===== src/rtl/refraction_direction_unit_macros.svh =====
// ---------------------------------------------------------------------------
// Refraction direction unit assertion macros
// Same-cycle and next-cycle property wrappers; empty when SYNTH is defined.
// ---------------------------------------------------------------------------
`ifndef REFRACTION_DIRECTION_UNIT_MACROS_SVH
`define REFRACTION_DIRECTION_UNIT_MACROS_SVH
`ifndef SYNTH
`define RDU_ASSERT_NOW(label, clk, rst_n, ante, cons) \
    label: assert property (@(posedge clk) disable iff (!rst_n) (ante) |-> (cons)) \
        else $error("assertion failed");
`define RDU_ASSERT_NEXT(label, clk, rst_n, ante, cons) \
    label: assert property (@(posedge clk) disable iff (!rst_n) (ante) |=> (cons)) \
        else $error("assertion failed");
`else
`define RDU_ASSERT_NOW(label, clk, rst_n, ante, cons)
`define RDU_ASSERT_NEXT(label, clk, rst_n, ante, cons)
`endif
`endif


===== src/rtl/rdu_pkg.sv =====
// ---------------------------------------------------------------------------
// Refraction direction unit package
// Constants and the link types passed between pipeline cells.
// ---------------------------------------------------------------------------
package rdu_pkg;

    localparam int DivCells  = 19;
    localparam int SqrtCells = 29;
    localparam logic [14:0] IndexMin = 15'd2048;

    typedef struct packed {
        logic [2:0][15:0] inc;
        logic [2:0][16:0] nrm;
        logic [14:0]      idx;
        logic [28:0]      cos28;
        logic             neg;
        logic [18:0]      eta;
        logic [46:0]      ec;
        logic             tir;
    } t_item;

    typedef struct packed {
        logic        valid;
        t_item       item;
        logic [29:0] rem;
        logic [32:0] dvs;
        logic [18:0] quo;
    } t_div_link;

    typedef struct packed {
        logic        valid;
        t_item       item;
        logic [57:0] rad;
        logic [57:0] res;
        logic [57:0] one;
    } t_sqrt_link;

endpackage


===== src/rtl/rdu_sqrt_cell.sv =====
// ---------------------------------------------------------------------------
// Square root cell
// One result bit per cell of the digit-by-digit integer square root.
// ---------------------------------------------------------------------------
module rdu_sqrt_cell (
    input  logic                i_clk,
    input  logic                i_rst_n,
    input  logic                i_en,
    input  rdu_pkg::t_sqrt_link i_link,
    output rdu_pkg::t_sqrt_link o_link
);
    import rdu_pkg::*;

    t_sqrt_link  r_link;
    t_sqrt_link  n_link;
    logic [57:0] trial;

    always_comb begin
        trial  = i_link.res + i_link.one;
        n_link = i_link;
        if (i_link.rad >= trial) begin
            n_link.rad = i_link.rad - trial;
            n_link.res = {1'b0, i_link.res[57:1]} + i_link.one;
        end else begin
            n_link.res = {1'b0, i_link.res[57:1]};
        end
        n_link.one = {2'b00, i_link.one[57:2]};
    end

    always_ff @(posedge i_clk) begin
        if (!i_rst_n) begin
            r_link.valid <= 1'b0;
        end else if (i_en) begin
            r_link <= n_link;
        end
    end

    assign o_link = r_link;
endmodule


===== config.mk =====
export PLATFORM = sky130hd
export DESIGN_NAME = rdu_sqrt_cell
export DESIGN_NICKNAME = d
export VERILOG_FILES = /design/src/rtl/refraction_direction_unit_macros.svh /design/src/rtl/rdu_pkg.sv /design/src/rtl/rdu_sqrt_cell.sv
export SDC_FILE = /design/constraint.sdc
export NUM_CORES = 1
export LEC_CHECK = 0
export BUFFER_PORTS_ARGS = -buffer_cell sky130_fd_sc_hd__buf_4
export CAP_MARGIN = 20
export CORE_AREA = 2 2 304 306
export CTS_CLUSTER_DIAMETER = 200
export DETAILED_ROUTE_END_ITERATION = 10
export DIE_AREA = 0 0 306 308
export PLACE_DENSITY_LB_ADDON = 0.25
export SYNTH_ARGS = -nofsm -noshare
export SYNTH_HDL_FRONTEND = slang
export SYNTH_SLANG_ARGS = --single-unit

===== constraint.sdc =====
create_clock -name i_clk -period 11.5 [get_ports i_clk]
set_clock_uncertainty 0.05 [all_clocks]
set_input_delay 1.15 -clock i_clk [delete_from_list [all_inputs] [get_ports i_clk]]
set_output_delay 1.15 -clock i_clk [all_outputs]
set_load 0.03 [all_outputs]

Word-level counts from Yosys, hierarchy flattened:

Index checks and enable logic that the tools add are counted.

* flip-flop bits (word level): 384
* bits of input ports: 389
* output and inout bits: 386
* word-level logic and storage cells: 24

* $add $sub $neg: 3
* $lt $le $gt $ge: 1
* muxes and demuxes: 2
* reductions and logical operators: 1

Operators with widths (number)
* $add 57x58->58: 1
* $add 58x58->58: 1
* $ge 58x58->1: 1
* $mux 58: 1
* $sub 58x58->58: 1
* $mux 57: 1
* $reduce_and 2->1: 1

Longest topological paths before layout:

* word-level depth: 3
* depth in mapped cells: 26
* depth with buffers taken out: 23

Worst setup path after synthesis:

Ideal clock, no wire load.

* path type: input to register
* start point: in i_en
* end point: reg r_link (netlist bit o_link[0]), enable pin
* setup time: 0.793 ns
* arrival time: 9.766 ns
* required time: 10.657 ns
* slack: 0.891 ns
* stages: 1
* buffers on the path: 0
* cells stage by stage: and2_1

* word-level cells in the longest chain between the ends: 1

RTL lines
* start, declared: line rdu_sqrt_cell.sv:8 `input logic i_en,`
* $reduce_and 2->1 (no source line)
* end signal, assigned: line rdu_sqrt_cell.sv:34 `r_link <= n_link;`
* end, declared: line rdu_sqrt_cell.sv:14 `t_sqrt_link r_link;`

Every way passes these cells.
A chain may end at the register's enable or synchronous reset.

==> qor.yml <==
synth_compound_area_share_pct: 18.8
synth_top_cells_by_area: "edfxtp_1 51%, ha_1 9.6%, o21ai_0 4.3%, a21oi_1 4.3%, xnor2_1 3.7%"
fin_crit_ps: 7290
stdcell_count: 4044
grt_pass1_vias: 18900
wl_um: 101000
yosysMostFrequentCell: "edfxtp_1"
synth.area.mux_share_pct: 0.429
io_pins: 775
start_util_pct: 24.7
cp.arrival_ps: 7610
dp_cells: 3948
synthArstFlopShare_pct: 0
critPathCaptureType: "register"
io_buffers: 772
crit_path_start_kind: "primary input"
synth_edf_count: 383
tns_ps: 0
yosysUniqueCellTypes: 80
status: "completed"
ctsResizeCount: 0
post_cts_buffers: 0
holdBufCountCts: 0
yosysTopAreaCellShare_pct: 51.2
netlist_area_mm2: 0.0225
netlist_top_cells_count: "383 x edfxtp_1, 218 x nand2_1, 193 x o21ai_0"
grtUsageTotal_pct: 20.5
root_buffer: "clkbuf_16"
syn_to_final_growth_pct: 38.4
die_w_um: 306
grt_pass1_wl_um: 139000
drive_gt1_share_pct: 31.3
cts_htree_levels: 2
viasPerCell: 4.81
gp_congestion: 0.882
drc_errors: 0
syn_inst: 2060
rsz0062_at_grt: "false"
drtAntennaViolNets: 0
crit_required_ps: 11830
worst-path-max-fanout: 224
syn_area_per_cell_um2: 10.9
worst_slack_ps: 4210
overflow: 0
hold_path.class: "register to register"
synth_adder_area_share_pct: 9.84
p_leak_nw: 12.9
synth.largest_area_cell: "edfxtp_1"
avgRoutedWirePerCell_um: 24.9
pre_cts_ws_ps: 3590
cts_tree: "built"
path_clk_slew_ps: 60
cts.path.max_buffers: 3
p_per_area_mw_per_mm2: 166
antenna_found_initial: 12
report.final.slew_viol_count: 0
yosysWarnings: 0
die-area_mm2: 0.0942
first_pass_iters: 5
clock_latency_ps: 610
fin_crit_sh_pct: 63.4
drt-initial-drc-count: 1299
yosys.area_share.simple_pct: 11.1
worstMarginPinSlew_ps: 995
hold_viol: 0
holdWs_ps: 492
dp_hpwl_um: 83100
maxCapViolations: 0
grt_max_degree: 225
rows: 111
cts_sinks: 384
slew_headroom_pct: 33.7
setup_violations: 0
finalNetCount: 3379
max_freq_mhz: 137
ir_drop_mv: 0.114
largest_register_ffs: 384
cts_made_buffers: 51
synth_flop_cell: "edfxtp_1"
synth_top_family_by_area: "compound AO/OA/AOI/OAI gates"
die_h_um: 308
yosysSeqAreaShare_pct: 51.2
fp.coreArea_mm2: 0.0910
synth_xor_area_share_pct: 6.12
ys_seq_elements: 384
dr_total_vias: 19400
crit_type: "primary input to register"
## power breakdown
part	internal (mW)	total (mW)	switching, mW
Clock	0.925	1.58	0.655
Combinational	0.676	1.83	1.15
Sequential	1.72	1.76	0.0401
Total	3.33	5.18	1.85
## metrics by stage
stage          util [%]  area [um^2]  total power [mW]
2_1_floorplan         -        22500              2.99
3_3_place_gp       32.4        29500              3.63
3_5_place_dp       32.4        29500              3.63
4_1_cts            34.2        31100              5.25
5_1_grt            34.2        31100              5.45
6_report           34.2        31100              5.18
## per-layer routing
| metal | up-vias | track usage [%] | routed length (um) |
|---|---|---|---|
| li1 | 9354 | - | - |
| met1 | 9302 | 23.4 | 39200 |
| met2 | 638 | 36.7 | 51400 |
| met3 | 126 | 5.09 | 6630 |
| met4 | 14 | 7.92 | 3480 |
| met5 | - | 0 | 91 |
## logic make-up (layout without fill, tap and decap cells)
kind of cell	after synthesis	in the layout
flip-flops	384	384
adder cells (fa/ha/maj)	175	175
AO/OA/AOI/OAI	686	686
AND/OR/NAND/NOR	519	519
multiplexers	9	9
buffers and inverters	129	922
XOR/XNOR	157	157
other	1	6
## layout by cell type (no fill, tap or decap), types with 6 or more instances in the layout
cell       count
ha_1         172
or3_1          9
clkbuf_1       9
nand4_1       45
nor4_1        10
or2_2         13
nor3_1        24
o211ai_1       6
o21a_1        15
nand3_1       38
nand2b_1      18
a211oi_1      22
a221oi_1       6
nor2b_1       10
o21bai_1      45
buf_4        777
inv_1         50
edfxtp_1     383
clkbuf_16     51
and2_1        10
clkinv_1       9
a21o_1        89
clkinv_2       9
a21oi_1      191
a31oi_1       22
nor2_1        89
xnor2_1       95
nand2_1      218
o31ai_1       16
o21ai_1       22
xor2_1        62
o21ai_0      193
and3_1         6
## worst max-delay path, stage by stage
cell and delay, ps:
buf_4 120, ha_1 240, fa_1 450, a211oi_1 300, o21ai_0 190, nand2_1 220
o31ai_1 170, a21oi_1 440, o21bai_1 260, a21oi_1 340, o21ai_0 260, xnor2_1 240
ha_1 460, nand4_1 400, nor4b_1 400, nand3_1 130, o41ai_1 270, buf_2 230
a221oi_1 100, o21ai_2 130, nor2_4 60, buf_12 300, or4_1 590, o211a_1 140
## layout make-up
cell class,count,area (um^2)
diodes,4,10.0
clock buffers,60,1310
clock inverters,32,318
fillers,9325,59800
inverters,50,188
multi-input cells,1548,10400
flip-flops and latches,384,11500
well taps,1186,1480
repair buffers,780,5880
## worst paths after layout
| kind | end | startpoint | slack (ps) | cells past startpoint |
|---|---|---|---|---|
| max | o_link[172] | i_link[0] | 4210 | 24 |
| min | o_link[385] | o_link[385] | 490 | 2 |
| min reg2reg | o_link[385] | o_link[385] | 490 | 2 |
| max reg2reg | o_link[385] | o_link[385] | 10850 | 2 |
Power figures use the tool's default switching activity.
