`src/rtl/refraction_direction_unit_macros.svh`:
```
// ---------------------------------------------------------------------------
// Refraction direction unit assertion macros
// Same-cycle and next-cycle property wrappers; empty when SYNTH is defined.
// ---------------------------------------------------------------------------
`ifndef REFRACTION_DIRECTION_UNIT_MACROS_SVH
`define REFRACTION_DIRECTION_UNIT_MACROS_SVH
`ifndef SYNTH
`define RDU_ASSERT_NOW(label, clk, rst_n, ante, cons) \
    label: assert property (@(posedge clk) disable iff (!rst_n) (ante) |-> (cons)) \
        else $error("assertion failed");
`define RDU_ASSERT_NEXT(label, clk, rst_n, ante, cons) \
    label: assert property (@(posedge clk) disable iff (!rst_n) (ante) |=> (cons)) \
        else $error("assertion failed");
`else
`define RDU_ASSERT_NOW(label, clk, rst_n, ante, cons)
`define RDU_ASSERT_NEXT(label, clk, rst_n, ante, cons)
`endif
`endif

```
`src/rtl/rdu_pkg.sv`:
```
// ---------------------------------------------------------------------------
// Refraction direction unit package
// Constants and the link types passed between pipeline cells.
// ---------------------------------------------------------------------------
package rdu_pkg;

    localparam int DivCells  = 19;
    localparam int SqrtCells = 29;
    localparam logic [14:0] IndexMin = 15'd2048;

    typedef struct packed {
        logic [2:0][15:0] inc;
        logic [2:0][16:0] nrm;
        logic [14:0]      idx;
        logic [28:0]      cos28;
        logic             neg;
        logic [18:0]      eta;
        logic [46:0]      ec;
        logic             tir;
    } t_item;

    typedef struct packed {
        logic        valid;
        t_item       item;
        logic [29:0] rem;
        logic [32:0] dvs;
        logic [18:0] quo;
    } t_div_link;

    typedef struct packed {
        logic        valid;
        t_item       item;
        logic [57:0] rad;
        logic [57:0] res;
        logic [57:0] one;
    } t_sqrt_link;

endpackage

```
`src/rtl/rdu_div_cell.sv`:
```
// ---------------------------------------------------------------------------
// Divider cell
// One restoring quotient bit per cell; divisor halves towards the next cell.
// ---------------------------------------------------------------------------
module rdu_div_cell (
    input  logic               i_clk,
    input  logic               i_rst_n,
    input  logic               i_en,
    input  rdu_pkg::t_div_link i_link,
    output rdu_pkg::t_div_link o_link
);
    import rdu_pkg::*;

    t_div_link r_link;
    t_div_link n_link;
    logic      fits;

    always_comb begin
        fits   = {3'b000, i_link.rem} >= i_link.dvs;
        n_link = i_link;
        if (fits) begin
            n_link.rem = i_link.rem - i_link.dvs[29:0];
        end
        n_link.dvs = {1'b0, i_link.dvs[32:1]};
        n_link.quo = {i_link.quo[17:0], fits};
    end

    always_ff @(posedge i_clk) begin
        if (!i_rst_n) begin
            r_link.valid <= 1'b0;
        end else if (i_en) begin
            r_link <= n_link;
        end
    end

    assign o_link = r_link;
endmodule

```
`config.mk`:
```
export PLATFORM = sky130hd
export DESIGN_NAME = rdu_div_cell
export DESIGN_NICKNAME = d
export VERILOG_FILES = /design/src/rtl/refraction_direction_unit_macros.svh /design/src/rtl/rdu_pkg.sv /design/src/rtl/rdu_div_cell.sv
export SDC_FILE = /design/constraint.sdc
export NUM_CORES = 1
export LEC_CHECK = 0
export BUFFER_PORTS_ARGS = -buffer_cell sky130_fd_sc_hd__buf_2
export CAP_MARGIN = 0
export CORE_AREA = 5 5 226 228
export DETAILED_ROUTE_END_ITERATION = 16
export DIE_AREA = 0 0 231 233
export PLACE_DENSITY = 0.54
export SYNTH_ARGS = -nofsm -noshare
export SYNTH_HDL_FRONTEND = slang
export SYNTH_SLANG_ARGS = --single-unit
```
`constraint.sdc`:
```
create_clock -name i_clk -period 8.9 [get_ports i_clk]
set_input_delay 0.89 -clock i_clk [delete_from_list [all_inputs] [get_ports i_clk]]
set_output_delay 0.89 -clock i_clk [all_outputs]
set_load 0.02 [all_outputs]
```
* Yosys cells after proc, flatten, opt, wreduce, memory -nomap -nowiden
Cells that the tools add are included.
** Storage, ports and cells
- Register bits :: 293
- Bits in latches :: 0
- Memory bits (writable) :: 0
- Bits in read-only memories :: 0
- Input port bits :: 297
- Output and inout bits :: 294
- Logic and storage cells :: 20
- Memories :: 0
** Operators by class
- Add/subtract/negate cells :: 1
- Multiply operators :: 0
- Divide/modulo/power cells :: 0
- $lt $le $gt $ge :: 1
- Equal/unequal tests :: 0
- Shifts and indexed selects :: 0
- Multiplexer cells :: 1
- Bitwise logic cells :: 0
- Reductions and logical operators :: 1
** Operators with widths (number)
- $ge 30x33->1 :: 1
- $mux 30 :: 1
- $sub 30x30->30 :: 1
- $reduce_and 2->1 :: 1

* Depth between registers and ports, before layout
Gate-level depths: netlist (run 1).
- Word-level depth :: 2
- Mapped depth :: 12
- Mapped depth without buffers :: 11

* Worst setup path after synthesis (run 1)
Ideal clock, no wire load.
- Path type :: input-to-reg
- Start point :: in i_en
- End point :: reg r_link, in the netlist o_link[0], enable pin
- Arrival :: 7.478 ns
- Data required time :: 8.211 ns
- Path slack :: 0.733 ns
- Stages on the path :: 1
- Path buffers :: 0
- Path through :: and2_1
** On the way
- Cells in the longest elaborated chain, start to end :: 1
** Ends and longest elaborated chain
- start: declaration :: line rdu_div_cell.sv:8 : input logic i_en,
- $reduce_and 2->1 (no line)
- end signal: assignment :: line rdu_div_cell.sv:32 : r_link <= n_link;
- end: declaration :: line rdu_div_cell.sv:14 : t_div_link r_link;
No other way between the ends.
A chain may end at the register's enable or synchronous reset.

==> impl_results.html, run 1 <==
<table>
<tr><th>Metric</th><th>Value</th></tr>
<tr><th colspan="2">Status</th></tr>
<tr><td>Run status</td><td>finished clean</td></tr>
<tr><th colspan="2">Detailed routing</th></tr>
<tr><td>Antenna viol nets, final</td><td>0</td></tr>
<tr><td>Sum of met2 wire segment lengths after detailed routing</td><td>21900 µm</td></tr>
<tr><td>DRC violation total after the first TritonRoute iteration</td><td>between 300 and 400</td></tr>
<tr><td>Metal-1 WL</td><td>14400 µm</td></tr>
<tr><td>Routed wire length</td><td>between 40000 and 50000 µm</td></tr>
<tr><td>Max Used Layer</td><td>met5</td></tr>
<tr><td>Wire length per cell</td><td>approximately 22 µm</td></tr>
<tr><td>Detailed Routing Iterations Pass 1</td><td>4</td></tr>
<tr><td>Routed wl met3</td><td>about 4300 µm</td></tr>
<tr><td>Count of vias placed by the detailed router</td><td>between 7000 and 8000</td></tr>
<tr><td>Average vias per placed instance</td><td>4.20</td></tr>
<tr><td>DRC errors left</td><td>0</td></tr>
<tr><th colspan="2">Cells and area</th></tr>
<tr><td>Non-Filler Instances</td><td>about 1900</td></tr>
<tr><td>Max FFs per register</td><td>roughly 290</td></tr>
<tr><td>Share of the core filled with cells in the final layout</td><td>roughly a third</td></tr>
<tr><td>Synthesis-to-layout area growth</td><td>43.4%</td></tr>
<tr><td>Layout net count</td><td>~1600</td></tr>
<tr><td>Share of final-layout standard cells stronger than drive strength 1</td><td>a little under three fifths</td></tr>
<tr><th colspan="2">STA</th></tr>
<tr><td>Worst clock skew</td><td>0 ns</td></tr>
<tr><td># setup viols final</td><td>0</td></tr>
<tr><td>Ratio of final minimum period to clock period</td><td>a little over two fifths</td></tr>
<tr><td>Minimum period implied by the final worst setup slack</td><td>3.71 ns</td></tr>
<tr><td>Final number of max-transition violations</td><td>0</td></tr>
<tr><td>RSZ-0062 raised after global routing</td><td>no</td></tr>
<tr><td>Worst-margin pin slew</td><td>between 1 and 1.5 ns</td></tr>
<tr><td>Number of hold violations in the final report</td><td>0</td></tr>
<tr><td>Fin Setup TNS</td><td>0 ns</td></tr>
<tr><td>Max transition margin</td><td>a little under a third</td></tr>
<tr><td>Maximum frequency from static timing analysis</td><td>270 MHz</td></tr>
<tr><th colspan="2">CTS</th></tr>
<tr><td>Worst-case clock buffer depth</td><td>3</td></tr>
<tr><td>Number of sinks driven by the clock tree</td><td>293</td></tr>
<tr><td>Number of setup buffers added after CTS</td><td>0</td></tr>
<tr><td># resized after CTS</td><td>0</td></tr>
<tr><td>CTS tree</td><td>built</td></tr>
<tr><td>Clock slew at the register clock pins of the worst setup and hold paths</td><td>~0.06 ns</td></tr>
<tr><td>H-tree levels</td><td>2</td></tr>
<tr><td>Buffer cell driving the clock tree root</td><td>sky130_fd_sc_hd__clkbuf_16</td></tr>
<tr><td>Clock insertion delay at the later pin of the skew report</td><td>~0.54 ns</td></tr>
<tr><td>Number of clock buffers inserted by TritonCTS</td><td>37</td></tr>
<tr><td>CTS hold repair buffers</td><td>0</td></tr>
<tr><th colspan="2">Floorplanning</th></tr>
<tr><td>Effective utilization at floorplan</td><td>between 20% and 30%</td></tr>
<tr><td>Top-level port count</td><td>between 500 and 600</td></tr>
<tr><td>Row count</td><td>81</td></tr>
<tr><td>Floorplan die width</td><td>roughly 230 µm</td></tr>
<tr><td>Core footprint</td><td>0.0486 mm²</td></tr>
<tr><td>Chip height</td><td>between 200 and 250 µm</td></tr>
<tr><td>Die outline area</td><td>around 0.054 mm²</td></tr>
<tr><th colspan="2">Yosys</th></tr>
<tr><td>Number of flops mapped to enable cells by yosys</td><td>between 200 and 300</td></tr>
<tr><td>Proportion of netlist area held by the largest area contributor</td><td>77.6%</td></tr>
<tr><td>Library cell occupying the most area in the post-synthesis netlist</td><td>sky130_fd_sc_hd__edfxtp_1</td></tr>
<tr><td>Yosys cell types</td><td>66</td></tr>
<tr><td>Number of nets in the synthesized netlist</td><td>948</td></tr>
<tr><td>Primary FF master, synth</td><td>sky130_fd_sc_hd__edfxtp_1</td></tr>
<tr><td>Cell Area, Synth</td><td>0.0113 mm²</td></tr>
<tr><td>Number of flip-flops and latches in the synthesized netlist</td><td>approximately 300</td></tr>
<tr><td>Post-synth ARST share</td><td>0%</td></tr>
<tr><td>Fraction of the yosys area taken by sequential cells</td><td>between 70% and 80%</td></tr>
<tr><td>Number of warnings issued by yosys</td><td>0</td></tr>
<tr><td>Mean instance size in the synthesized netlist</td><td>~18 µm²</td></tr>
<tr><td>Mapped Cells</td><td>620</td></tr>
<tr><td>Biggest area contributors in the synthesized netlist</td><td>sky130_fd_sc_hd__edfxtp_1 (78%), sky130_fd_sc_hd__ha_1 (3.3%), sky130_fd_sc_hd__mux2_4 (3.3%), sky130_fd_sc_hd__inv_1 (1.3%), sky130_fd_sc_hd__a21oi_1 (1.2%)</td></tr>
<tr><th colspan="2">Global route</th></tr>
<tr><td>GRT Resource Usage Total</td><td>between 10% and 20%</td></tr>
<tr><td>Global-route wire length before repair</td><td>57200 µm</td></tr>
<tr><td>Via count of the first global-routing pass</td><td>between 8000 and 9000</td></tr>
<tr><td>Largest net degree at the start of global routing</td><td>175</td></tr>
<tr><td>Antenna violations before repair</td><td>30</td></tr>
<tr><td>Total grt overflow</td><td>0</td></tr>
<tr><th colspan="2">Setup path</th></tr>
<tr><td>Crit path max-delay cell type</td><td>sky130_fd_sc_hd__a2111oi_0</td></tr>
<tr><td>Most frequent cell on the critical path</td><td>sky130_fd_sc_hd__inv_1</td></tr>
<tr><td>Worst stage delay on the critical path</td><td>0.62 ns</td></tr>
<tr><td>Cell family contributing the most delay on the critical path</td><td>compound AO/OA/AOI/OAI gates</td></tr>
<tr><td>CP cell instances</td><td>buf_2 &gt; inv_1 &gt; ha_1 &gt; and4_1 &gt; nor3b_1 &gt; inv_1 &gt; a2111oi_0 &gt; a211oi_1 &gt; o21ai_2 &gt; o211ai_4 &gt; buf_4 &gt; mux2_4</td></tr>
<tr><td>Highest net fanout along the worst path</td><td>21</td></tr>
<tr><td>Crit Path Class</td><td>primary input to register</td></tr>
<tr><td>Kind of launch point of the worst setup path</td><td>primary input</td></tr>
<tr><td>Data required time of the worst path</td><td>about 9 ns</td></tr>
<tr><td>Critical Path Sink Type</td><td>register</td></tr>
<tr><td>Buffers &amp; Inverters on Critical Path</td><td>4</td></tr>
<tr><td>Signal arrival time at the worst endpoint</td><td>3.98 ns</td></tr>
<tr><th colspan="2">Pwr</th></tr>
<tr><td>Static power due to leakage</td><td>slightly below 0.007 µW</td></tr>
<tr><td>Highest ir drop seen on vdd</td><td>approximately 140 µV</td></tr>
<tr><td>Power per unit of standard cell area</td><td>227 mW/mm²</td></tr>
<tr><th colspan="2">Flow run</th></tr>
<tr><td>Max-cap violation count</td><td>0</td></tr>
<tr><th colspan="2">Hold path</th></tr>
<tr><td>Class of the most critical hold timing path</td><td>primary input to register</td></tr>
<tr><th colspan="2">Placement</th></tr>
<tr><td>DP HPWL</td><td>roughly 34000 µm</td></tr>
<tr><td>Routability-driven placement congestion ratio</td><td>0.807</td></tr>
<tr><td>Port Buffer Count</td><td>just under 600</td></tr>
<tr><td>Placed cell count</td><td>roughly 1800</td></tr>
</table>
cell families (layout without fill, tap and decap cells):
group | count (synthesis) | in the layout | share of synthesized area (%)
flip-flops | 293 | 293 | 77.8
AND/OR/NAND/NOR | 101 | 101 | 5.19
AO/OA/AOI/OAI | 85 | 85 | 5.31
buffers and inverters | 52 | 693 | 2.30
multiplexers | 33 | 33 | 4.04
adder cells (fa/ha/maj) | 31 | 31 | 3.50
XOR/XNOR | 24 | 24 | 1.86
other | 1 | 11 | 0.0332
layout make-up:
class / instances / area, µm²
diodes: 10 / 25.0
clock buffers: 42 / 966
clock inverters: 21 / 274
fillers: 4845 / 32400
inverters: 39 / 146
multi-input cells: 275 / 2260
flip-flops and latches: 293 / 8790
well taps: 622 / 778
repair buffers: 591 / 2980
placed cells by master, fill, tap and decap left out, types with 4 or more instances in the layout:
master                       synthesis  layout
sky130_fd_sc_hd__mux2_4             25      25
sky130_fd_sc_hd__o21a_1              4       4
sky130_fd_sc_hd__mux2i_1             7       7
sky130_fd_sc_hd__diode_2             0      10
sky130_fd_sc_hd__clkinvlp_4          0       4
sky130_fd_sc_hd__bufinv_16           0       5
sky130_fd_sc_hd__nor2b_1             7       7
sky130_fd_sc_hd__clkbuf_16           0      38
sky130_fd_sc_hd__nand3_1             9       9
sky130_fd_sc_hd__nor3_1              5       5
sky130_fd_sc_hd__o21ai_0             6       6
sky130_fd_sc_hd__a21oi_1            28      28
sky130_fd_sc_hd__nand2_1            30      30
sky130_fd_sc_hd__edfxtp_1          292     292
sky130_fd_sc_hd__buf_2               0     588
sky130_fd_sc_hd__nor3b_1             4       4
sky130_fd_sc_hd__xnor2_1            15      15
sky130_fd_sc_hd__inv_1              39      39
sky130_fd_sc_hd__and2_1              5       4
sky130_fd_sc_hd__ha_1               30      30
sky130_fd_sc_hd__a21o_1              6       6
sky130_fd_sc_hd__nand2b_1            4       4
sky130_fd_sc_hd__nor2_1             14      14
sky130_fd_sc_hd__clkbuf_1            3       4
sky130_fd_sc_hd__xor2_1              9       9
sky130_fd_sc_hd__o21bai_1            6       6
sky130_fd_sc_hd__clkinv_2            0       4
sky130_fd_sc_hd__a211oi_1            6       6
per-stage QoR:
step | instance area (µm²) | power [µW] | setup slack (ns) | hold slack, ns
2_1_floorplan | 11300 | 1970 | 0.733 | 0.589
3_3_place_gp | 14900 | 2180 | 4.55 | 0.504
3_5_place_dp | 14900 | 2180 | 4.57 | 0.521
4_1_cts | 16200 | 3740 | 5.14 | 0.471
5_1_grt | 16200 | 3830 | 5.08 | 0.482
6_report | 16200 | 3670 | 5.19 | 0.519
final timing paths:
path	depth (start not counted)	start	endpoint	slack, ns
setup / recovery	12	i_link[32]	o_link[66]$_DFFE_PP_	5.19
setup reg to reg	2	o_link[293]$_SDFFE_PN0P_	o_link[293]$_SDFFE_PN0P_	8.31
hold / removal	1	i_link[91]	o_link[91]$_DFFE_PP_	0.52
hold reg to reg	2	o_link[293]$_SDFFE_PN0P_	o_link[293]$_SDFFE_PN0P_	0.53
worst register-to-register path: cells and delay by family (launching register included):
family | cells | cell delay, ns
muxes | 1 | 0.12
DFF | 1 | 0.31
and+or+nand+nor | 1 | 0.06
synth_stat cells (all sizes together), types with 10 or more instances:
library cell,count
edfxtp,292
inv,39
ha,30
nand2,30
a21oi,28
mux2,26
xnor2,15
nor2,14
nand3,10
report_power, final:
part | switching (µW) | internal [µW] | leakage, µW
combinational | 315 | 180 | 0.00361
sequential | 22.4 | 1630 | 0.00275
clock | 598 | 932 | 0.000594
per-layer routing:
| metal | track usage (%) | up-vias |
|---|---|---|
| met5 | 0 | - |
| met4 | 5.87 | 34 |
| met3 | 6.75 | 108 |
| met2 | 26.2 | 353 |
| met1 | 14.9 | 3823 |
| li1 | - | 3631 |
Note: power is estimated with default switching activity, not from simulation.
==> run 2, diff against run 1 <==
Settings changed: CORE_AREA 5 5 226 228 to 5 5 230 232, DIE_AREA 0 0 231 233 to 0 0 235 237.
Clock period 8.9 ns to 3.4 ns, I/O delays scaled along.
==> run 2 against run 1 <==
Core utilization grew 4.0 points. Non-clock buffer count grew 269. Sequential cell count is the same. Wire length grew 15%. Setup slack lost 5.0 ns. Final area grew 17%. Clock power grew to 2.5 times the previous value. Sequential power grew to 2.6 times the previous value. Largest cell class unchanged. Highest routed layer unchanged.
==> impl_results.html, run 2 (same netlist as run 1, synthesis figures left out) <==
<table>
<tr><th>Metric</th><th>Value</th></tr>
<tr><th colspan="2">CTS</th></tr>
<tr><td>Worst-case clock buffer depth</td><td>3 (unchanged)</td></tr>
<tr><td>Clock insertion delay at the later pin of the skew report</td><td>0.53 ns (was 0.54 ns)</td></tr>
<tr><td>Clock slew at the register clock pins of the worst setup and hold paths</td><td>0.06 ns (about the same)</td></tr>
<tr><td>Buffer cell driving the clock tree root</td><td>sky130_fd_sc_hd__clkbuf_16 (unchanged)</td></tr>
<tr><td>H-tree levels</td><td>2 (unchanged)</td></tr>
<tr><td>CTS tree</td><td>built (unchanged)</td></tr>
<tr><td>Number of clock buffers inserted by TritonCTS</td><td>36 (was 37)</td></tr>
<tr><td>Number of sinks driven by the clock tree</td><td>293 (unchanged)</td></tr>
<tr><th colspan="2">Cells and area</th></tr>
<tr><td>Area taken by flip-flops and latches</td><td>0.00879 mm² (unchanged)</td></tr>
<tr><td>Most frequent cells in the layout</td><td>sky130_fd_sc_hd__buf_2 (588), sky130_fd_sc_hd__edfxtp_1 (292), sky130_fd_sc_hd__dlygate4sd3_1 (255) (was sky130_fd_sc_hd__buf_2 (588), sky130_fd_sc_hd__edfxtp_1 (292), sky130_fd_sc_hd__inv_1 (39))</td></tr>
<tr><td>Synthesis-to-layout area growth</td><td>67.7% (was 43.4%)</td></tr>
<tr><td>Filler cell count</td><td>4872 (was 4845)</td></tr>
<tr><td>Combined area of the multi-input logic cells</td><td>0.00226 mm² (about the same)</td></tr>
<tr><td>Commonest non-fill, non-tap cell in the layout</td><td>sky130_fd_sc_hd__buf_2 (unchanged)</td></tr>
<tr><td>Layout net count</td><td>1833 (was 1565)</td></tr>
<tr><td>Share of final-layout standard cells stronger than drive strength 1</td><td>46.3% (was 55.2%)</td></tr>
<tr><td>Max FFs per register</td><td>293 (unchanged)</td></tr>
<tr><th colspan="2">STA</th></tr>
<tr><td>Minimum period implied by the final worst setup slack</td><td>3.19 ns</td></tr>
<tr><td>Worst-margin pin slew</td><td>0.787 ns (was 1.04 ns)</td></tr>
<tr><td>Final worst hold slack</td><td>0.0417 ns (was 0.519 ns)</td></tr>
<tr><td># setup viols final</td><td>0 (unchanged)</td></tr>
<tr><td>Number of hold violations in the final report</td><td>0 (unchanged)</td></tr>
<tr><td>Fin Setup TNS</td><td>0 ns (unchanged)</td></tr>
<tr><td>RSZ-0062 raised after global routing</td><td>no (unchanged)</td></tr>
<tr><td>Final number of max-transition violations</td><td>0 (unchanged)</td></tr>
<tr><td>Maximum frequency from static timing analysis</td><td>~310 MHz</td></tr>
<tr><td>Ratio of final minimum period to clock period</td><td>approximately 94%</td></tr>
<tr><td>Max transition margin</td><td>47.1% (was 30.7%)</td></tr>
<tr><td>Worst clock skew</td><td>0 ns (unchanged)</td></tr>
<tr><th colspan="2">Global route</th></tr>
<tr><td>Via count of the first global-routing pass</td><td>9675 (was 8194)</td></tr>
<tr><td>GRT Resource Usage Total</td><td>16.7% (was 14.7%)</td></tr>
<tr><td>Global-route wire length before repair</td><td>68700 µm (was 57200 µm)</td></tr>
<tr><td>Largest net degree at the start of global routing</td><td>55 (was 175)</td></tr>
<tr><td>Antenna violations before repair</td><td>18 (was 30)</td></tr>
<tr><td>Total grt overflow</td><td>0 (unchanged)</td></tr>
<tr><th colspan="2">Detailed routing</th></tr>
<tr><td>Antenna viol nets, final</td><td>0 (unchanged)</td></tr>
<tr><td>DRC violation total after the first TritonRoute iteration</td><td>524 (was 331)</td></tr>
<tr><td>DRC errors left</td><td>0 (unchanged)</td></tr>
<tr><td>Detailed Routing Iterations Pass 1</td><td>5 (was 4)</td></tr>
<tr><td>Wire length per cell</td><td>22.0 µm (was 22.4 µm)</td></tr>
<tr><td>Average vias per placed instance</td><td>4.08 (was 4.20)</td></tr>
<tr><td>Count of vias placed by the detailed router</td><td>9069 (was 7949)</td></tr>
<tr><td>Routed wire length</td><td>48800 µm (was 42500 µm)</td></tr>
<tr><th colspan="2">Setup path</th></tr>
<tr><td>Critical Path Sink Type</td><td>register (unchanged)</td></tr>
<tr><td>Slack of the worst reg-to-reg path</td><td>2.81 ns (was 8.31 ns)</td></tr>
<tr><td>Kind of launch point of the worst setup path</td><td>primary input (unchanged)</td></tr>
<tr><td>Worst stage delay on the critical path</td><td>0.52 ns (was 0.62 ns)</td></tr>
<tr><td>Launching point of the worst reg2reg path</td><td>o_link[293]$_SDFFE_PN0P_ (unchanged)</td></tr>
<tr><td>Crit Path Class</td><td>primary input to register (unchanged)</td></tr>
<tr><td>Highest net fanout along the worst path</td><td>14 (was 21)</td></tr>
<tr><td>Worst setup endpoint</td><td>o_link[64]$_DFFE_PP_ (was o_link[66]$_DFFE_PP_)</td></tr>
<tr><td>Data required time of the worst path</td><td>3.67 ns (was 9.17 ns)</td></tr>
<tr><td>Reg2Reg Capture Point</td><td>o_link[293]$_SDFFE_PN0P_ (unchanged)</td></tr>
<tr><td>Signal arrival time at the worst endpoint</td><td>3.47 ns (was 3.98 ns)</td></tr>
<tr><td>Worst-case reg-to-reg path depth</td><td>2 (unchanged)</td></tr>
<tr><td>Beginning of the critical path</td><td>i_link[38] (was i_link[32])</td></tr>
<tr><td>CP cell instances</td><td>dlygate4sd3_1 &gt; buf_2 &gt; inv_1 &gt; ha_1 &gt; and4_4 &gt; nand3_2 &gt; or3_4 &gt; nor4_4 &gt; nor3_2 &gt; o21ai_2 &gt; o211ai_4 &gt; buf_12 &gt; mux2_4 (was buf_2 &gt; inv_1 &gt; ha_1 &gt; and4_1 &gt; nor3b_1 &gt; inv_1 &gt; a2111oi_0 &gt; a211oi_1 &gt; o21ai_2 &gt; o211ai_4 &gt; buf_4 &gt; mux2_4)</td></tr>
<tr><td>Crit path max-delay cell type</td><td>sky130_fd_sc_hd__dlygate4sd3_1 (was sky130_fd_sc_hd__a2111oi_0)</td></tr>
<tr><th colspan="2">Hold path</th></tr>
<tr><td>Hold path startpoint</td><td>i_link[21] (was i_link[91])</td></tr>
<tr><td>Class of the most critical hold timing path</td><td>primary input to register (unchanged)</td></tr>
<tr><th colspan="2">Placement</th></tr>
<tr><td>Routability-driven placement congestion ratio</td><td>0.920 (was 0.807)</td></tr>
<tr><td>DP HPWL</td><td>37700 µm (was 34000 µm)</td></tr>
<tr><td>Port Buffer Count</td><td>588 (unchanged)</td></tr>
<tr><th colspan="2">Floorplanning</th></tr>
<tr><td>Row count</td><td>83 (was 81)</td></tr>
<tr><td>Core footprint</td><td>0.0508 mm² (was 0.0486 mm²)</td></tr>
<tr><td>Effective utilization at floorplan</td><td>22.3% (was 23.2%)</td></tr>
<tr><td>Chip height</td><td>237 µm (was 233 µm)</td></tr>
<tr><td>Floorplan die width</td><td>235 µm (was 231 µm)</td></tr>
<tr><td>Die outline area</td><td>0.0557 mm² (was 0.0538 mm²)</td></tr>
<tr><td>Top-level port count</td><td>591 (unchanged)</td></tr>
<tr><th colspan="2">Pwr</th></tr>
<tr><td>Highest ir drop seen on vdd</td><td>269 µV (was 145 µV)</td></tr>
<tr><td>Static power due to leakage</td><td>0.00810 µW (was 0.00695 µW)</td></tr>
<tr><td>Post-route total power</td><td>9790 µW (was 3670 µW)</td></tr>
<tr><td>Power per unit of standard cell area</td><td>516 mW/mm² (was 227 mW/mm²)</td></tr>
<tr><th colspan="2">Flow run</th></tr>
<tr><td>Max-cap violation count</td><td>0 (unchanged)</td></tr>
<tr><th colspan="2">Status</th></tr>
<tr><td>Run status</td><td>finished clean (unchanged)</td></tr>
</table>
[run 2: changes by cell type in the layout (fill, tap and decap cells not counted), sizes merged]
cell / before / now
clkbuf: 42 / 43
diode: 10 / 9
dlygate4sd3: 0 / 255
clkinv: 10 / 14
bufinv: 5 / 4
clkinvlp: 4 / 2
buf: 591 / 605
[run 2: per-stage QoR]
stage	setup WS [ns]	utilization, %	instance area [µm²]	cells
floorplan	0.580	-	11300	620
global placement	0.173	29.9	15200	1892
detailed placement	0.182	29.9	15200	1892
CTS	0.159	37.3	18900	2212
global route	0.0467	37.3	18900	2216
finish	0.206	37.3	19000	2221
[run 2: report_power, final]
group	switching [µW]	total (µW)	internal, µW
Sequential	65.8	4320	4250
Clock	1560	3870	2310
Combinational	918	1600	682
Total	2550	9790	7240
[run 2: final cells by class]
class / count / share of cell area (%)
sequential: 293 / 46.4
tap: 680 / 4.49
clock inverter: 22 / 1.21
antenna: 9 / 0.119
timing repair buffer: 860 / 30.1
inverter: 39 / 0.772
clock buffer: 43 / 5.00
multi-input combinational: 275 / 11.9
[run 2: worst max-delay path, delay by kind of cell]
family	cells	cell delay [ns]
mux	1	0.30
fa+ha+maj	1	0.43
compound gates	2	0.21
buf+inv	4	0.88
simple gates	5	1.27
[run 2: worst min path at each step]
| stage | depth (start not counted) | slack, ns | endpoint |
|---|---|---|---|
| final | 1 | 0.04 | o_link[20]$_DFFE_PP_ |
| after global routing | 1 | 0.02 | o_link[23]$_DFFE_PP_ |
| after CTS | 1 | 0.005 | o_link[23]$_DFFE_PP_ |
| after detailed placement | 2 | 0.51 | o_link[293]$_SDFFE_PN0P_ |
| after global placement | 2 | 0.50 | o_link[293]$_SDFFE_PN0P_ |
| after floorplan | 0 | 0.44 | o_link[100]$_DFFE_PP_ |
[run 2: routing by layer]
| layer | vias up | GRT usage, % | part of all wire [%] |
|---|---|---|---|
| met1 | 4370 | 17.7 | 35 |
| met2 | 420 | 30.1 | 52 |
| met5 | - | 0 | 0.20 |
| met4 | 16 | 7.80 | 5.0 |
| li1 | 4157 | - | - |
| met3 | 106 | 5.61 | 7.5 |
[run 2: repair_timing]
action | in CTS | in global routing
hold buffers | 255 | 0
resized for setup | 0 | 1
setup buffers | 0 | 0
setup endpoints to repair | 0 | 4
hold endpoints to repair | 255 | 0
